`src/rtl/euler_to_basis_vectors_unit_assert.svh`:
```
// Assertion macros for the euler_to_basis_vectors_unit RTL.
// Depends on nothing; included by files that assert.
`ifndef EULER_TO_BASIS_VECTORS_UNIT_ASSERT_SVH
`define EULER_TO_BASIS_VECTORS_UNIT_ASSERT_SVH
// Implication checked on every edge outside reset.
`define E2B_ASSERT_IMP(lbl, clk, rst, a, b) \
  lbl: assert property (@(posedge clk) disable iff (rst) (a) |-> (b)) \
    else $error("assertion failed");
// Next-cycle implication.
`define E2B_ASSERT_NXT(lbl, clk, rst, a, b) \
  lbl: assert property (@(posedge clk) disable iff (rst) (a) |=> (b)) \
    else $error("assertion failed");
`endif

```
`src/rtl/e2b_pkg.sv`:
```
// Package for the Euler-angle to basis-vector unit.
// Holds the CORDIC arctangent table and fixed constants; no dependencies.
package e2b_pkg;
  localparam int QW = 32;           // Q30 datapath width incl. headroom
  localparam int OUT_W = 16;
  localparam int IN_W = 17;
  localparam logic signed [QW-1:0] CORDIC_GAIN = 32'sd652032874;

  function automatic logic signed [QW+1:0] atan_val(input int i);
    logic signed [QW+1:0] t [0:31];
    t = '{34'sd536870912, 34'sd316933406, 34'sd167458907, 34'sd85004756,
          34'sd42667331, 34'sd21354465, 34'sd10679838, 34'sd5340245,
          34'sd2670163, 34'sd1335087, 34'sd667544, 34'sd333772, 34'sd166886,
          34'sd83443, 34'sd41722, 34'sd20861, 34'sd10430, 34'sd5215,
          34'sd2608, 34'sd1304, 34'sd652, 34'sd326, 34'sd163, 34'sd81,
          34'sd41, 34'sd20, 34'sd10, 34'sd5, 34'sd3, 34'sd1, 34'sd1, 34'sd0};
    return t[i];
  endfunction

  typedef struct packed {
    logic signed [QW-1:0] x;
    logic signed [QW-1:0] y;
    logic signed [QW+1:0] z;
    logic                 flip;
  } cordic_t;
endpackage

```
`src/rtl/e2b_cell.sv`:
```
// One CORDIC rotation cell: rotates one angle by atan(2^-STAGE).
// Depends on e2b_pkg.
module e2b_cell import e2b_pkg::*; #(
  parameter int STAGE = 0
) (
  input  logic    clk,
  input  cordic_t din,
  output cordic_t dout
);
  cordic_t nxt;
  always_comb begin
    nxt = din;
    if (!din.z[QW+1]) begin
      nxt.x = din.x - (din.y >>> STAGE);
      nxt.y = din.y + (din.x >>> STAGE);
      nxt.z = din.z - atan_val(STAGE);
    end else begin
      nxt.x = din.x + (din.y >>> STAGE);
      nxt.y = din.y - (din.x >>> STAGE);
      nxt.z = din.z + atan_val(STAGE);
    end
  end
  always_ff @(posedge clk) begin
    dout <= nxt;
  end
endmodule

```
`config.mk`:
```
export PLATFORM = sky130hd
export DESIGN_NAME = e2b_cell
export DESIGN_NICKNAME = d
export VERILOG_FILES = /design/src/rtl/euler_to_basis_vectors_unit_assert.svh /design/src/rtl/e2b_pkg.sv /design/src/rtl/e2b_cell.sv
export SDC_FILE = /design/constraint.sdc
export NUM_CORES = 1
export LEC_CHECK = 0
export ABC_AREA = 1
export BUFFER_PORTS_ARGS = -buffer_cell sky130_fd_sc_hd__clkbuf_2
export CAP_MARGIN = 20
export CELL_PAD_IN_SITES_DETAIL_PLACEMENT = 0
export CELL_PAD_IN_SITES_GLOBAL_PLACEMENT = 1
export CORE_MARGIN = 5
export CORE_UTILIZATION = 41
export CTS_BUF_LIST = sky130_fd_sc_hd__clkbuf_16
export DETAILED_ROUTE_END_ITERATION = 6
export PLACE_DENSITY = 0.89
export SLEW_MARGIN = 20
export SYNTH_ARGS = -nofsm -noshare
export SYNTH_HDL_FRONTEND = slang
export SYNTH_SLANG_ARGS = --single-unit
```
`constraint.sdc`:
```
create_clock -name clk -period 4.4 [get_ports clk]
set_input_delay 1.1 -clock clk [delete_from_list [all_inputs] [get_ports clk]]
set_output_delay 1.1 -clock clk [all_outputs]
set_load 0.1 [all_outputs]
```
==> run metrics <==
crit start category=primary input; Synth async-reset ratio=0%; TNS Setup=0 ns; Synth cell types=38; CTS resizes=0; CTS H-tree depth=3; Reg with most FFs=dout; Core ar.=23300 um2; input/output buffers=198; max reg flops=98; Clock Sinks=98; Layout Nets=2031; Post-Route WL=31800 um; ant diodes=0; commonest non-fill, non-tap cell in the layout=nand2_1; Synth Area in Adders=13.4%; Simple-Gate Fraction of Synth Area=40.3%; overall power=4.09 mW; Worst-path clk slew=0.08 ns; clock tree buffer depth=2; maximum vdd drop=0.228 mV; Clk Tree Root Cell=clkbuf_16; Worst Path Max Fanout=11; die height=163 um; Post-synth EDFFs=0; drc violations=0; row count=56; warnings from Yosys=0; synthesized instance count=1661; largest family of logic cells by synthesized area=simple AND/OR/NAND/NOR gates; Critical Path RT=4.65 ns; global route total overflow=0; first-pass GRT wire length=49900 um; Tmin final=2.91 ns; postcts setup bufs=0; ANT nets after route=0; xor/xnor share of the synthesized area=2.55%; wire length per cell=14.8 um; Post-CTS Hold Buffers=0; Arr. time, crit path=3.16 ns; initial antenna violation count=0; actual slew at the worst max-slew pin=0.710 ns; leading registers by flop count=dout (98); Vias=10500; GP Congestion=0.976; max frequency=343 MHz; largest net degree at the start of global routing=59; syn nets=1862; Layout area overhead=15.2%; max-cap viol count=0; Final Max Slew Viols=0; number of global-route vias before repair=9815; I/O pin count=199; Synth Flop Type=dfxtp_1; total track usage=23.6%; CTS Buf Count=9; share of post-route cells with drive strength above 1=13.7%; sequential share of the synthesized area=20.4%; Pre-antenna DRT Iters=6; most frequent cells in the layout=nand2_1 (617), inv_1 (330), clkbuf_2 (198), nand3_1 (156), dfxtp_1 (98); share of the synthesized area in the top cell type=24.1%; Initial Util=41.4%; Yosys top cell by area=nand2_1; min-delay worst type=primary input to flop; post-synthesis mux area share=0%; die area=26600 um2; ranking of synthesized cells by area=nand2_1 (24%), dfxtp_1 (20%), inv_1 (13%), ha_1 (13%), nand3_1 (8.1%); Avg Cell Area, Syn=5.79 um2; CTS tree=built; routed vias/inst=4.85; hold violation count in the final report=0; CP Class=primary input to flop; unrepaired setup endpoints after global routing=false; Slew HR=52.7%; Leakage=6.76 nW; Fill cells=2572; Pwr per Cell Area=369 nW/um2; HPWL after DPL=27000 um; Die W=163 um; FF+latch count, synth=98; final setup violation count=0; Syn Std Cell Area=9620 um2; Starting DRT DRC Count=793; complex-gate fraction of the synthesized area=7.43%; endpoint class of the critical path=flop; Final Cycle Share=66.2%; outcome=finished clean
==> metal layers <==
metal  GRT usage [%]  vias to the layer above  share of wire (%)
met5               0                        -                  0
met4            6.56                        0                2.0
met3            2.67                       36                7.7
met2            39.0                      376                 45
met1            32.8                     4656                 45
li1                -                     5384                  -
==> worst max-delay path, stage by stage <==
cell and delay, ns:
clkbuf_2 0.12, inv_1 0.05, ha_1 0.55, nand2_1 0.18
nor2_1 0.34, nand2_1 0.17, nor2_1 0.16, nand2_1 0.14
nand3_1 0.11, nand2_1 0.05, nand3_1 0.08, nand2_1 0.11
==> Yosys cell counts, types with 5 or more instances <==
cell / instances
nand2_1: 617
inv_1: 331
nand3_1: 156
dfxtp_1: 98
ha_1: 97
nor2_1: 96
a21oi_1: 67
o21ai_0: 33
xor2_1: 28
nand4_1: 22
buf_4: 18
buf_2: 13
nand2_2: 10
o21bai_1: 10
clkbuf_1: 7
nor2_2: 6
nor3_1: 5
==> power by group <==
part,switching (mW),total (mW),internal [mW],leakage (nW)
logic,1.73,2.15,0.425,5.77
clock network,0.430,0.889,0.460,0.157
registers,0.0407,1.06,1.01,0.827
total,2.20,4.09,1.90,6.76
==> worst paths after layout <==
check  startpoint        to  cells past startpoint
max       din[58]  dout[59]                     12
min       din[11]  dout[11]                      1
==> per-stage QoR <==
step	hold WS, ns	worst slack (ns)	std cells	utilization, %	cell area (um2)
floorplan	1.13	1.82	1661	-	9620
CTS	0.825	1.53	2154	47.6	11100
global route	0.822	1.39	2154	47.6	11100
detailed placement	1.20	1.15	2138	46.3	10800
finish	0.833	1.49	2154	47.6	11100
global placement	1.20	1.19	2138	46.3	10800
==> area by class of cell <==
cell class	instances	area [um2]	share of cell area [%]
Multi-Input combinational cell	1186	6130	55.3
Clock inverter	7	95.1	0.858
Sequential cell	98	1960	17.7
Tap cell	319	399	3.60
Clock buffer	9	225	2.03
Inverter	334	1250	11.3
Timing Repair Buffer	201	1010	9.15
==> kinds of logic after synthesis <==
group,count (synthesis)
AOI/OAI and AO/OA,130
xor gates and xnor gates,28
buffers and inverters,377
and+or+nand+nor,927
DFF,98
adders and majority gates,101
(Power assumes the default switching activity.)
